### src/sv/itp_pkg.sv
// itp_pkg: shared types, character codes and precedence tables of the
// infix to postfix converter. No dependencies.
`default_nettype none

package itp_pkg;

   // default number of operator stack entries
   localparam int STACK_DEPTH_DEF = 32;

   localparam int SYM_W = 8;
   localparam int ERR_W = 2;
   localparam int PREC_W = 3;

   // error codes of a result word
   localparam logic [ERR_W-1:0] ERR_NONE      = 2'd0;
   localparam logic [ERR_W-1:0] ERR_OVERFLOW  = 2'd1;
   localparam logic [ERR_W-1:0] ERR_UNMATCHED = 2'd2;

   // character codes
   localparam logic [SYM_W-1:0] CH_OPEN    = 8'h28;
   localparam logic [SYM_W-1:0] CH_CLOSE   = 8'h29;
   localparam logic [SYM_W-1:0] CH_STAR    = 8'h2A;
   localparam logic [SYM_W-1:0] CH_PLUS    = 8'h2B;
   localparam logic [SYM_W-1:0] CH_MINUS   = 8'h2D;
   localparam logic [SYM_W-1:0] CH_SLASH   = 8'h2F;
   localparam logic [SYM_W-1:0] CH_CARET   = 8'h5E;
   localparam logic [SYM_W-1:0] CH_UPPER_A = 8'd65;
   localparam logic [SYM_W-1:0] CH_UPPER_Z = 8'd90;
   localparam logic [SYM_W-1:0] CH_LOWER_A = 8'd97;
   localparam logic [SYM_W-1:0] CH_LOWER_Z = 8'd122;
   localparam logic [SYM_W-1:0] SYM_ZERO   = 8'd0;

   typedef enum logic [2:0] {
      K_LETTER,
      K_OPEN,
      K_CLOSE,
      K_OPER,
      K_OTHER
   } kind_type;

   typedef enum logic [2:0] {
      ST_IDLE,
      ST_READ,
      ST_EVAL,
      ST_PUSH,
      ST_ERR,
      ST_FINISH
   } state_type;

   // decision on the current stack top
   typedef struct packed {
      logic pop;
      logic emit;
      logic matched;
   } judge_type;

   // in-stack precedence, zero for an open paren
   function automatic logic [PREC_W-1:0] prec_in(input logic [SYM_W-1:0] c);
      logic [PREC_W-1:0] p;
      unique case (c)
         CH_PLUS, CH_MINUS: p = 3'd2;
         CH_STAR, CH_SLASH: p = 3'd4;
         CH_CARET:          p = 3'd5;
         default:           p = 3'd0;
      endcase
      return p;
   endfunction

   // incoming precedence, zero when not an operator
   function automatic logic [PREC_W-1:0] prec_inc(input logic [SYM_W-1:0] c);
      logic [PREC_W-1:0] p;
      unique case (c)
         CH_PLUS, CH_MINUS: p = 3'd1;
         CH_STAR, CH_SLASH: p = 3'd3;
         CH_CARET:          p = 3'd6;
         default:           p = 3'd0;
      endcase
      return p;
   endfunction

   function automatic kind_type classify(input logic [SYM_W-1:0] c);
      kind_type k;
      priority if ((c >= CH_UPPER_A && c <= CH_UPPER_Z) ||
                   (c >= CH_LOWER_A && c <= CH_LOWER_Z)) k = K_LETTER;
      else if (c == CH_OPEN)                           k = K_OPEN;
      else if (c == CH_CLOSE)                          k = K_CLOSE;
      else if (prec_inc(c) != 3'd0)                    k = K_OPER;
      else                                             k = K_OTHER;
      return k;
   endfunction

endpackage

`default_nettype wire

### src/sv/itp_ram.sv
// itp_ram: generic single write port, single read port RAM with
// registered read data. No dependencies.
`default_nettype none

module itp_ram #(
   parameter int WIDTH = 8,
   parameter int DEPTH = 32
) (
   input  wire logic                     clock,
   input  wire logic                     wr_en,
   input  wire logic [$clog2(DEPTH)-1:0] wr_addr,
   input  wire logic [WIDTH-1:0]         wr_data,
   input  wire logic                     rd_en,
   input  wire logic [$clog2(DEPTH)-1:0] rd_addr,
   output logic      [WIDTH-1:0]         rd_data
);

   logic [WIDTH-1:0] mem_ff [DEPTH];

   // write port
   always_ff @(posedge clock) begin
      if (wr_en) begin
         mem_ff[wr_addr] <= wr_data;
      end
   end

   // registered read port
   always_ff @(posedge clock) begin
      if (rd_en) begin
         rd_data <= mem_ff[rd_addr];
      end
   end

endmodule

`default_nettype wire

### src/sv/itp_judge.sv
// itp_judge: compare unit that decides, for one stack top, whether to pop
// it and whether to emit it. Depends on itp_pkg.
`default_nettype none

module itp_judge (
   input  wire logic                       is_end,
   input  wire logic [itp_pkg::SYM_W-1:0]  cur_ch,
   input  wire logic [itp_pkg::SYM_W-1:0]  top_ch,
   output itp_pkg::judge_type              judge
);

   logic top_open;
   logic cur_close;

   assign top_open  = (top_ch == itp_pkg::CH_OPEN);
   assign cur_close = (itp_pkg::classify(cur_ch) == itp_pkg::K_CLOSE);

   // end flushes, close walks to its paren, operator compares precedence
   always_comb begin
      judge = '0;
      priority if (is_end) begin
         judge.pop  = 1'b1;
         judge.emit = !top_open;
      end else if (cur_close) begin
         judge.pop     = 1'b1;
         judge.emit    = !top_open;
         judge.matched = top_open;
      end else begin
         judge.pop  = (itp_pkg::prec_in(top_ch) >= itp_pkg::prec_inc(cur_ch));
         judge.emit = judge.pop;
      end
   end

endmodule

`default_nettype wire

### src/sv/infix_to_postfix_converter.sv
// infix_to_postfix_converter: top level, sequencer, operator stack and
// result registers. Depends on itp_pkg, itp_ram and itp_judge.
`default_nettype none

// Shunting-yard converter. Each input word is one infix character
// (req_tuser low) or an end mark (req_tuser high); result words carry
// postfix characters, with tlast on the final word caused by an input
// word and a nonzero error code on an overflow or unmatched ')' word.
// The block takes one input word at a time and deasserts req_tready
// while it works on it. A letter is emitted directly, a '(' is pushed
// and an ignored character is dropped. An operator pops the stack top
// by precedence before it is pushed; a ')' pops to its '(' or raises an
// unmatched error; an end mark flushes the stack. Each entry examined
// takes a read state and an evaluate state, since the operator stack is
// one RAM with a single registered read port walked from the top. A
// result waits in one pending register and one output register, so a
// slow consumer stalls the walk but does not lose words. Stack contents
// are not cleared at reset and need no clearing pass; of the stack,
// only the fill count resets.
module infix_to_postfix_converter #(
   parameter int STACK_DEPTH = itp_pkg::STACK_DEPTH_DEF
) (
   input  wire logic                       clock,
   input  wire logic                       reset,
   // input channel
   input  wire logic                       req_tvalid,
   output logic                            req_tready,
   input  wire logic [7:0]                 req_tdata,   // [7:0] ch
   input  wire logic                       req_tuser,   // [0] op (end mark)
   // result channel
   output logic                            rsp_tvalid,
   input  wire logic                       rsp_tready,
   output logic [7:0]                      rsp_tdata,   // [7:0] sym
   output logic                            rsp_tlast,   // last
   output logic [1:0]                      rsp_tuser    // [1:0] error
);

   localparam int CW = $clog2(STACK_DEPTH + 1);
   localparam int AW = $clog2(STACK_DEPTH);

   itp_pkg::state_type state_ff, state_in;

   logic [CW-1:0]                count_ff, count_in;
   logic                         cur_op_ff, cur_op_in;
   logic [itp_pkg::SYM_W-1:0]    cur_ch_ff, cur_ch_in;

   logic                         pend_valid_ff;
   logic [itp_pkg::SYM_W-1:0]    pend_sym_ff;
   logic [itp_pkg::ERR_W-1:0]    pend_err_ff;

   logic                         out_valid_ff;
   logic [itp_pkg::SYM_W-1:0]    out_sym_ff;
   logic                         out_last_ff;
   logic [itp_pkg::ERR_W-1:0]    out_err_ff;

   logic                         produce;
   logic [itp_pkg::SYM_W-1:0]    res_sym;
   logic [itp_pkg::ERR_W-1:0]    res_err;
   logic                         move_out;
   logic                         move_last;

   logic                         out_free;
   logic                         prod_ok;
   logic                         full;
   logic                         cnt_one;
   logic                         cnt_zero;

   logic                         wr_en;
   logic                         rd_en;
   logic [AW-1:0]                top_addr;
   logic [itp_pkg::SYM_W-1:0]    top_ch;
   itp_pkg::judge_type           judge;
   itp_pkg::kind_type            in_kind;
   itp_pkg::kind_type            cur_kind;

   assign out_free = !out_valid_ff || rsp_tready;
   assign prod_ok  = !pend_valid_ff || out_free;
   assign full     = (count_ff >= CW'(STACK_DEPTH));
   assign cnt_one  = (count_ff == CW'(1));
   assign cnt_zero = (count_ff == '0);
   assign in_kind  = itp_pkg::classify(req_tdata);
   assign cur_kind = itp_pkg::classify(cur_ch_ff);

   // top entry address, count minus one
   logic [CW-1:0] count_dec;
   assign count_dec = count_ff - CW'(1);
   assign top_addr  = count_dec[AW-1:0];

   // operator stack
   itp_ram #(
      .WIDTH (itp_pkg::SYM_W),
      .DEPTH (STACK_DEPTH)
   ) u_stack (
      .clock   (clock),
      .wr_en   (wr_en),
      .wr_addr (count_ff[AW-1:0]),
      .wr_data (cur_ch_ff),
      .rd_en   (rd_en),
      .rd_addr (top_addr),
      .rd_data (top_ch)
   );

   // precedence compare on the stack top
   itp_judge u_judge (
      .is_end (cur_op_ff),
      .cur_ch (cur_ch_ff),
      .top_ch (top_ch),
      .judge  (judge)
   );

   // state and control registers
   always_ff @(posedge clock) begin
      if (reset) begin
         state_ff      <= itp_pkg::ST_IDLE;
         count_ff      <= '0;
         pend_valid_ff <= 1'b0;
         out_valid_ff  <= 1'b0;
      end else begin
         state_ff <= state_in;
         count_ff <= count_in;
         if (produce) begin
            pend_valid_ff <= 1'b1;
         end else if (move_out) begin
            pend_valid_ff <= 1'b0;
         end
         if (move_out) begin
            out_valid_ff <= 1'b1;
         end else if (rsp_tready) begin
            out_valid_ff <= 1'b0;
         end
      end
   end

   // payload registers
   always_ff @(posedge clock) begin
      cur_op_ff <= cur_op_in;
      cur_ch_ff <= cur_ch_in;
      if (produce) begin
         pend_sym_ff <= res_sym;
         pend_err_ff <= res_err;
      end
      if (move_out) begin
         out_sym_ff  <= pend_sym_ff;
         out_err_ff  <= pend_err_ff;
         out_last_ff <= move_last;
      end
   end

   // sequencer: next state, stack access and result hand-off
   always_comb begin
      state_in   = state_ff;
      count_in   = count_ff;
      cur_op_in  = cur_op_ff;
      cur_ch_in  = cur_ch_ff;
      req_tready = 1'b0;
      produce    = 1'b0;
      res_sym    = itp_pkg::SYM_ZERO;
      res_err    = itp_pkg::ERR_NONE;
      move_out   = 1'b0;
      move_last  = 1'b0;
      wr_en      = 1'b0;
      rd_en      = 1'b0;
      unique case (state_ff)
         itp_pkg::ST_IDLE: begin
            req_tready = 1'b1;
            if (req_tvalid) begin
               cur_op_in = req_tuser;
               cur_ch_in = req_tdata;
               if (req_tuser) begin
                  state_in = cnt_zero ? itp_pkg::ST_IDLE : itp_pkg::ST_READ;
               end else begin
                  unique case (in_kind)
                     itp_pkg::K_LETTER: begin
                        produce  = 1'b1;
                        res_sym  = req_tdata;
                        state_in = itp_pkg::ST_FINISH;
                     end
                     itp_pkg::K_OPEN:  state_in = itp_pkg::ST_PUSH;
                     itp_pkg::K_CLOSE: begin
                        state_in = cnt_zero ? itp_pkg::ST_ERR : itp_pkg::ST_READ;
                     end
                     itp_pkg::K_OPER: begin
                        state_in = cnt_zero ? itp_pkg::ST_PUSH : itp_pkg::ST_READ;
                     end
                     default: state_in = itp_pkg::ST_IDLE;
                  endcase
               end
            end
         end
         itp_pkg::ST_READ: begin
            rd_en    = 1'b1;
            state_in = itp_pkg::ST_EVAL;
         end
         itp_pkg::ST_EVAL: begin
            if (!judge.emit || prod_ok) begin
               if (judge.emit) begin
                  produce  = 1'b1;
                  res_sym  = top_ch;
                  move_out = pend_valid_ff;
               end
               if (judge.pop) begin
                  count_in = count_dec;
               end
               priority if (!judge.pop) begin
                  state_in = itp_pkg::ST_PUSH;
               end else if (judge.matched) begin
                  state_in = itp_pkg::ST_FINISH;
               end else if (cnt_one) begin
                  priority if (cur_op_ff)            state_in = itp_pkg::ST_FINISH;
                  else if (cur_kind == itp_pkg::K_CLOSE) state_in = itp_pkg::ST_ERR;
                  else                               state_in = itp_pkg::ST_PUSH;
               end else begin
                  state_in = itp_pkg::ST_READ;
               end
            end
         end
         itp_pkg::ST_PUSH: begin
            if (full) begin
               if (prod_ok) begin
                  produce  = 1'b1;
                  res_err  = itp_pkg::ERR_OVERFLOW;
                  move_out = pend_valid_ff;
                  state_in = itp_pkg::ST_FINISH;
               end
            end else begin
               wr_en    = 1'b1;
               count_in = count_ff + CW'(1);
               state_in = itp_pkg::ST_FINISH;
            end
         end
         itp_pkg::ST_ERR: begin
            if (prod_ok) begin
               produce  = 1'b1;
               res_err  = itp_pkg::ERR_UNMATCHED;
               move_out = pend_valid_ff;
               state_in = itp_pkg::ST_FINISH;
            end
         end
         itp_pkg::ST_FINISH: begin
            if (!pend_valid_ff) begin
               state_in = itp_pkg::ST_IDLE;
            end else if (out_free) begin
               move_out  = 1'b1;
               move_last = 1'b1;
               state_in  = itp_pkg::ST_IDLE;
            end
         end
         default: state_in = itp_pkg::ST_IDLE;
      endcase
   end

   assign rsp_tvalid = out_valid_ff;
   assign rsp_tdata  = out_sym_ff;
   assign rsp_tlast  = out_last_ff;
   assign rsp_tuser  = out_err_ff;

   // fill count stays within the stack
   assert property (@(posedge clock) disable iff (reset)
      count_ff <= CW'(STACK_DEPTH))
      else $error("stack count beyond depth");

   // a new word is taken only with no result held back
   assert property (@(posedge clock) disable iff (reset)
      req_tready |-> !pend_valid_ff)
      else $error("input accepted with a pending result");

   // an error word carries no symbol and closes its run
   assert property (@(posedge clock) disable iff (reset)
      (rsp_tvalid && rsp_tuser != itp_pkg::ERR_NONE) |->
         (rsp_tdata == itp_pkg::SYM_ZERO && rsp_tlast))
      else $error("error word malformed");

   // the stack top is evaluated only after a read was issued
   assert property (@(posedge clock) disable iff (reset)
      (state_ff == itp_pkg::ST_EVAL) |->
         ($past(state_ff) == itp_pkg::ST_READ || $past(state_ff) == itp_pkg::ST_EVAL))
      else $error("stack top used without read");

   // a pop never happens on an empty stack
   assert property (@(posedge clock) disable iff (reset)
      (state_ff == itp_pkg::ST_EVAL) |-> !cnt_zero)
      else $error("evaluation with empty stack");

endmodule

`default_nettype wire
### config.mk
export PLATFORM = sky130hd
export DESIGN_NAME = infix_to_postfix_converter
export DESIGN_NICKNAME = d
export VERILOG_FILES = /design/src/sv/itp_pkg.sv /design/src/sv/itp_ram.sv /design/src/sv/itp_judge.sv /design/src/sv/infix_to_postfix_converter.sv
export SDC_FILE = /design/constraint.sdc
export NUM_CORES = 1
export LEC_CHECK = 0
export ABC_AREA = 0
export BUFFER_PORTS_ARGS = -buffer_cell sky130_fd_sc_hd__buf_4
export CAP_MARGIN = 20
export CORE_MARGIN = 1
export CORE_UTILIZATION = 40
export CTS_CLUSTER_DIAMETER = 150
export DETAILED_ROUTE_END_ITERATION = 7
export PLACE_DENSITY = 0.52
export SLEW_MARGIN = 10
export SYNTH_ARGS = -nofsm -noshare
export SYNTH_HDL_FRONTEND = slang
export SYNTH_HIERARCHICAL = 1
export SYNTH_SLANG_ARGS = --single-unit
### constraint.sdc
create_clock -name clock -period 3.7 [get_ports clock]
set_input_delay 0.37 -clock clock [delete_from_list [all_inputs] [get_ports clock]]
set_output_delay 0.37 -clock clock [all_outputs]
set_load 0.01 [all_outputs]
==> results of run 1 <==
-- cell families after synthesis --
group | synth area share, %
buffers and inverters | 1.50
adder cells (fa/ha/maj) | 0.700
multiplexers | 15.5
AO/OA/AOI/OAI | 2.89
AND/OR/NAND/NOR | 6.47
XOR/XNOR | 0.630
flip-flops | 72.3
-- worst max-delay path, stage by stage (launching register included) --
cell and delay [ns]:
edfxtp_1 0.56, nor3b_1 0.32, o2bb2ai_1 0.15, nand3_1 0.10
ha_1 0.30, o21ai_0 0.15, o21bai_1 0.10, mux2_1 0.38
mux2i_1 0.19, nor2_1 0.09, o211ai_1 0.27, inv_1 0.27
-- where the power goes --
part	leakage (µW)	switching, µW	internal [µW]
clock network	0.000510	1280	1880
registers	0.00274	45.8	3860
logic	0.00146	382	301
-- path summary, 6_finish.rpt --
kind | from | endpoint | slack (ns) | cells past startpoint
setup / recovery | cur_ch_ff[4]$_DFFE_PP_ | rsp_tdata[1]$_DFFE_PP_ | 0.50 | 11
hold / removal | req_tdata[6] | cur_ch_ff[6]$_DFFE_PP_ | 0.08 | 1
setup reg to reg | cur_ch_ff[4]$_DFFE_PP_ | rsp_tdata[1]$_DFFE_PP_ | 0.50 | 11
hold reg to reg | pend_err_ff[1]$_DFFE_PP_ | rsp_tuser[1]$_DFFE_PP_ | 0.42 | 0
-- cells in the final DEF, fill, tap and decap left out, types with 4 or more instances in the layout --
master	Yosys	final
edfxtp_1	294	294
and3_1	6	6
nor2b_1	5	5
a31oi_1	5	5
nor3b_1	7	7
nand2_1	10	10
ha_1	7	7
clkbuf_1	11	6
clkbuf_16	0	35
nand3_1	13	13
clkinv_1	0	5
o21ai_0	8	8
mux2i_1	4	4
mux4_2	80	80
inv_1	8	7
dfxtp_1	11	11
mux2_2	8	8
nand3b_1	6	6
xnor2_1	6	5
nor3_1	6	6
clkinv_2	0	5
a22o_1	6	6
nor2_1	48	48
buf_4	6	60
a21oi_1	13	13
-- layer usage --
metal  GRT usage (%)  vias to the layer above  part of all wire, %
li1                -                     2799                    -
met5               0                        -                    0
met3            2.84                       50                  4.6
met2            28.9                      177                   46
met1            27.2                     3366                   46
met4            6.07                        0                  2.7
-- final cells by class --
type	count	area share (%)
clock buffers	42	6.33
clock inverters	14	0.842
inverters	8	0.226
multi-input cells	301	23.0
flip-flops and latches	305	62.8
well taps	396	3.44
repair buffers	62	3.40
-- stage by stage --
stage	std cells	hold slack (ns)	area, µm²	utilization, %	power (µW)
after global placement	1072	0.402	13400	43.6	4660
final	1128	0.0822	14400	47.0	7750
after CTS	1128	0.0607	14400	47.0	7840
after floorplan	643	0.400	12500	-	4410
after detailed placement	1072	0.407	13400	43.6	4670
after global routing	1128	0.0648	14400	47.0	7990
-- state kept, by name (all words and copies together) (netlist names) --
signal           count
pend_err_ff          2
rsp_tuser            2
cur_ch_ff            8
rsp_tdata            8
pend_sym_ff          8
rsp_tlast            1
u_stack/mem_ff     256
cur_op_ff            1
rsp_tvalid           1
state_ff             3
pend_valid_ff        1
count_ff             6
u_stack/rd_data      8
==> results.yml, run 1 <==
yosys:
  yosysMostFrequentCell: "edfxtp_1"
  yosysSeqAreaShare_pct: 72.3
  yosysTopAreaCell: "edfxtp_1"
  syn_area_per_cell_um2: 19.5
  ys_warn_count: 6
  syn_nets: 663
  syn_area_um2: 12500
  synth_top_area_share_pct: 70.5
  synth-edff-count: 294
  synthArstFlopShare_pct: 0
  ys_types: 64
  syn_inst: 643
  ys.flop_type: "edfxtp_1"
  yosys-top-cells-count: "edfxtp_1, mux4_2, nor2_1"
  synth_area_leaders: "edfxtp_1, mux4_2, dfxtp_1, nor2_1, mux2_2"
  ys_ff_latch: 305
placed_design:
  dp_slack_ns: 0.555
  gp_congestion: 0.864
  port_buffers: 25
  hpwl_um: 17900
floorplan:
  io_pins: 26
  die-area_um2: 32000
  die_h_um: 179
  fp-row-count: 64
  start_util_pct: 40.8
  fp.coreArea_um2: 30700
  die_w_um: 179
pwr:
  leakage_uw: 0.00471
  powerDensity_nw_per_um2: 538
  ir_drop_mv: 0.341
timing:
  tightest_slew_ns: 0.985
  slew_headroom_pct: 34.1
  setup_tns_ns: 0
  hold_viol_final: 0
  skew_ns: 0.0215
  fmax_mhz: 312
  setup_slack_ns: 0.497
  period_share_pct: 86.6
  drv_slew: 0
  grt_setup_unrepaired: "no"
  setup_viol: 0
  period_minus_slack_ns: 3.20
routing:
  via_count: 6392
  dr.pass1.iters: 5
  viasPerCell: 5.67
  ant_nets: 0
  wirelength_um: 28700
  dr.first_iter.drc_count: 576
  drc: 0
  wire_per_inst_um: 25.4
global_route:
  grt_pass1_wl_um: 42400
  grt-ovfl-total: 0
  grt_antenna_before_repair: 0
  grt_usage_pct: 18.7
  grt_max_degree: 67
  first_global_vias: 6404
layout:
  nets: 732
  antennaDiodeCount: 0
  multi_input_area_um2: 3310
  area_delta_synth_final_pct: 15.1
  ff_latch_area_um2: 9050
  drive_gt1_share_pct: 28.8
  fillers: 2576
clock_tree:
  cts.path.max_buffers: 3
  cts_setup_buffers: 0
  clkSinkCount: 305
  cts.repair.resized: 0
  cts_tree: "yes"
  hold_buffers: 0
  cts_htree_levels: 2
  clock_latency_ns: 0.51
  clockRootBuffer: "clkbuf_16"
  cts_inserted_buffers: 34
  clk_pin_slew_ns: 0.06
worst_setup_path:
  worstPathMaxFanout: 11
  crit_required_ns: 3.89
  worstSetupPathType: "reg -> reg"
  cp.arrival_ns: 3.39
  cp-end-kind: "flip-flop"
  start_kind: "flip-flop"
run_status:
  outcome: "completed"
flow_run:
  maxCapViolCount: 0
min_path:
  hold_class: "in -> reg"
Note: power is estimated with default switching activity, not from simulation.
==> inputs of run 2 (changes only) <==
--- a/config.mk
+++ b/config.mk
@@ -8,10 +8,12 @@
 export ABC_AREA = 0
 export BUFFER_PORTS_ARGS = -buffer_cell sky130_fd_sc_hd__buf_4
 export CAP_MARGIN = 20
+export CORE_ASPECT_RATIO = 1.5
 export CORE_MARGIN = 1
 export CORE_UTILIZATION = 40
 export CTS_CLUSTER_DIAMETER = 150
 export DETAILED_ROUTE_END_ITERATION = 7
+export GPL_ROUTABILITY_DRIVEN = 0
 export PLACE_DENSITY = 0.52
 export SLEW_MARGIN = 10
 export SYNTH_ARGS = -nofsm -noshare
==> run 2 against run 1 <==
Maximum frequency grew 5.2%. Critical endpoint is now rsp_tdata[6]$_DFFE_PP_. Largest cell class unchanged. Register-to-register slack improved by 0.16 ns. Worst hold slack worse by 0.049 ns. Non-clock buffer count decreased by 3. Die area is essentially flat. Clock skew decreased by 0.0051 ns.
==> results.yml, run 2 (synthesis results as in run 1) <==
run_status:
  outcome: "completed"
floorplan:
  start_util_pct: 40.5
  io_pins: 26
  die_w_um: 146
  die-area_um2: 32000
  die_h_um: 219
  fp-row-count: 79
  fp.coreArea_um2: 30900
timing:
  skew_ns: 0.0164
  period_minus_slack_ns: 3.05
  fmax_mhz: 328
  slew_headroom_pct: 36.2
  grt_setup_unrepaired: "no"
  tightest_slew_ns: 0.954
  setup_viol: 0
  period_share_pct: 82.3
  hold_viol_final: 0
  setup_tns_ns: 0
  drv_slew: 0
placed_design:
  placed_area_um2: 13300
  port_buffers: 25
  hpwl_um: 18500
worst_setup_path:
  crit_required_ns: 3.95
  cp_slowest_stage_delay_ns: 0.35
  crit_chain: "buf_4 > nor3b_1 > o2bb2ai_1 > nand3_1 > ha_1 > o21ai_0 > o21bai_1 > mux2_1 > mux2i_1 > nor2_1 > o211ai_1 > inv_1"
  worstSetupPathType: "reg -> reg"
  cp-end-kind: "flip-flop"
  start_kind: "flip-flop"
  crit_slowest_cell: "mux2_1"
  worstPathMaxFanout: 19
  cp.arrival_ns: 3.30
pwr:
  power_frac_seq_pct: 52.4
  leakage_uw: 0.00462
  p_clk_share_pct: 38.5
  ir_drop_mv: 0.351
  p_sw_uw: 1650
  powerDensity_nw_per_um2: 522
  switching_share_pct: 22.1
  intPower_uw: 5800
  comb_power_share_pct: 9.1
  power_uw: 7450
clock_tree:
  cts_tree: "yes"
  clockRootBuffer: "clkbuf_16"
  cts_inserted_buffers: 28
  cts_htree_levels: 1
  clk_pin_slew_ns: 0.06
  hold_buffers: 1
  cts_setup_buffers: 0
  cts.repair.resized: 0
  cts.path.max_buffers: 3
  clkSinkCount: 305
  clock_latency_ns: 0.55
global_route:
  grt_pass1_wl_um: 42900
  grt-ovfl-total: 0
  grt_antenna_before_repair: 0
  grt_max_degree: 67
  first_global_vias: 6593
  grt_usage_pct: 18.6
layout:
  nets: 723
  final_cell_mix: "edfxtp_1, mux4_2, buf_4"
  ff_latch_area_um2: 9050
  largest_reg_flops: 256
  fillers: 2606
  top_register: "u_stack/mem_ff"
  stdcell_area_um2: 14300
  layout_commonest_cell: "edfxtp_1"
  utilization_pct: 46.1
  drive_gt1_share_pct: 27.9
  area_delta_synth_final_pct: 14.0
  multi_input_area_um2: 3300
min_path:
  hold_class: "in -> reg"
routing:
  drc: 0
  via_count: 6370
  dr.pass1.iters: 4
  viasPerCell: 5.64
  dr.first_iter.drc_count: 405
  wirelength_um: 28900
  ant_nets: 0
  wire_per_inst_um: 25.6
flow_run:
  maxCapViolCount: 0
-- run 2: cell count changes in the layout (fill, tap and decap cells not counted), moves of 2 or more --
cell and delta:
clkbuf_16 -6, clkinv_1 -2, buf_4 -4, clkinv_2 +2
-- run 2: power groups by stage --
stage	clock (µW)	sequential (µW)	combinational [µW]
4_1_cts	2950	3900	695
5_1_grt	3060	3910	724
3_5_place_dp	0	3980	691
2_1_floorplan	0	3990	422
6_report	2870	3900	675
3_3_place_gp	0	3980	679
-- run 2: per-stage QoR --
stage                     setup slack [ns]  hold slack, ns  cells
after global placement               0.697           0.405   1076
after detailed placement             0.641           0.405   1077
after global routing                 0.306          0.0144   1129
final                                0.653          0.0334   1130
after floorplan                      0.697           0.400    643
after CTS                            0.648         0.00266   1129
-- run 2: area by class of cell --
type,instances,share of cell area (%)
inverter,8,0.228
clock buffer,36,5.27
tap,405,3.55
clock inverter,15,1.07
antenna,1,0.0175
timing repair buffer,59,3.30
sequential,305,63.4
multi-input combinational,301,23.1
-- run 2: path summary, 6_finish.rpt --
| check | startpoint | endpoint | slack, ns | cells past startpoint |
|---|---|---|---|---|
| worst min-delay path | req_tdata[7] | cur_ch_ff[7]$_DFFE_PP_ | 0.03 | 1 |
| worst max register to register | cur_ch_ff[5]$_DFFE_PP_ | rsp_tdata[6]$_DFFE_PP_ | 0.65 | 12 |
| worst min register to register | pend_sym_ff[6]$_DFFE_PP_ | rsp_tdata[6]$_DFFE_PP_ | 0.42 | 0 |
| worst max-delay path | cur_ch_ff[5]$_DFFE_PP_ | rsp_tdata[6]$_DFFE_PP_ | 0.65 | 12 |
-- run 2: layer usage --
metal  wire [µm]  vias to the layer above  track usage (%)
met5           0                        -                0
met4         954                        0             7.19
met3        1140                       51             2.30
met2       15700                      164             34.4
met1       11100                     3377             22.0
li1            -                     2778                -
-- run 2: critical path, delay by kind of cell, from the launching register on --
family	cells	cell delay, ns
muxes	2	0.49
adders and majority gates	1	0.30
AOI/OAI and AO/OA	4	0.71
DFF	1	0.32
and+or+nand+nor	3	0.48
buffers and inverters	2	0.45
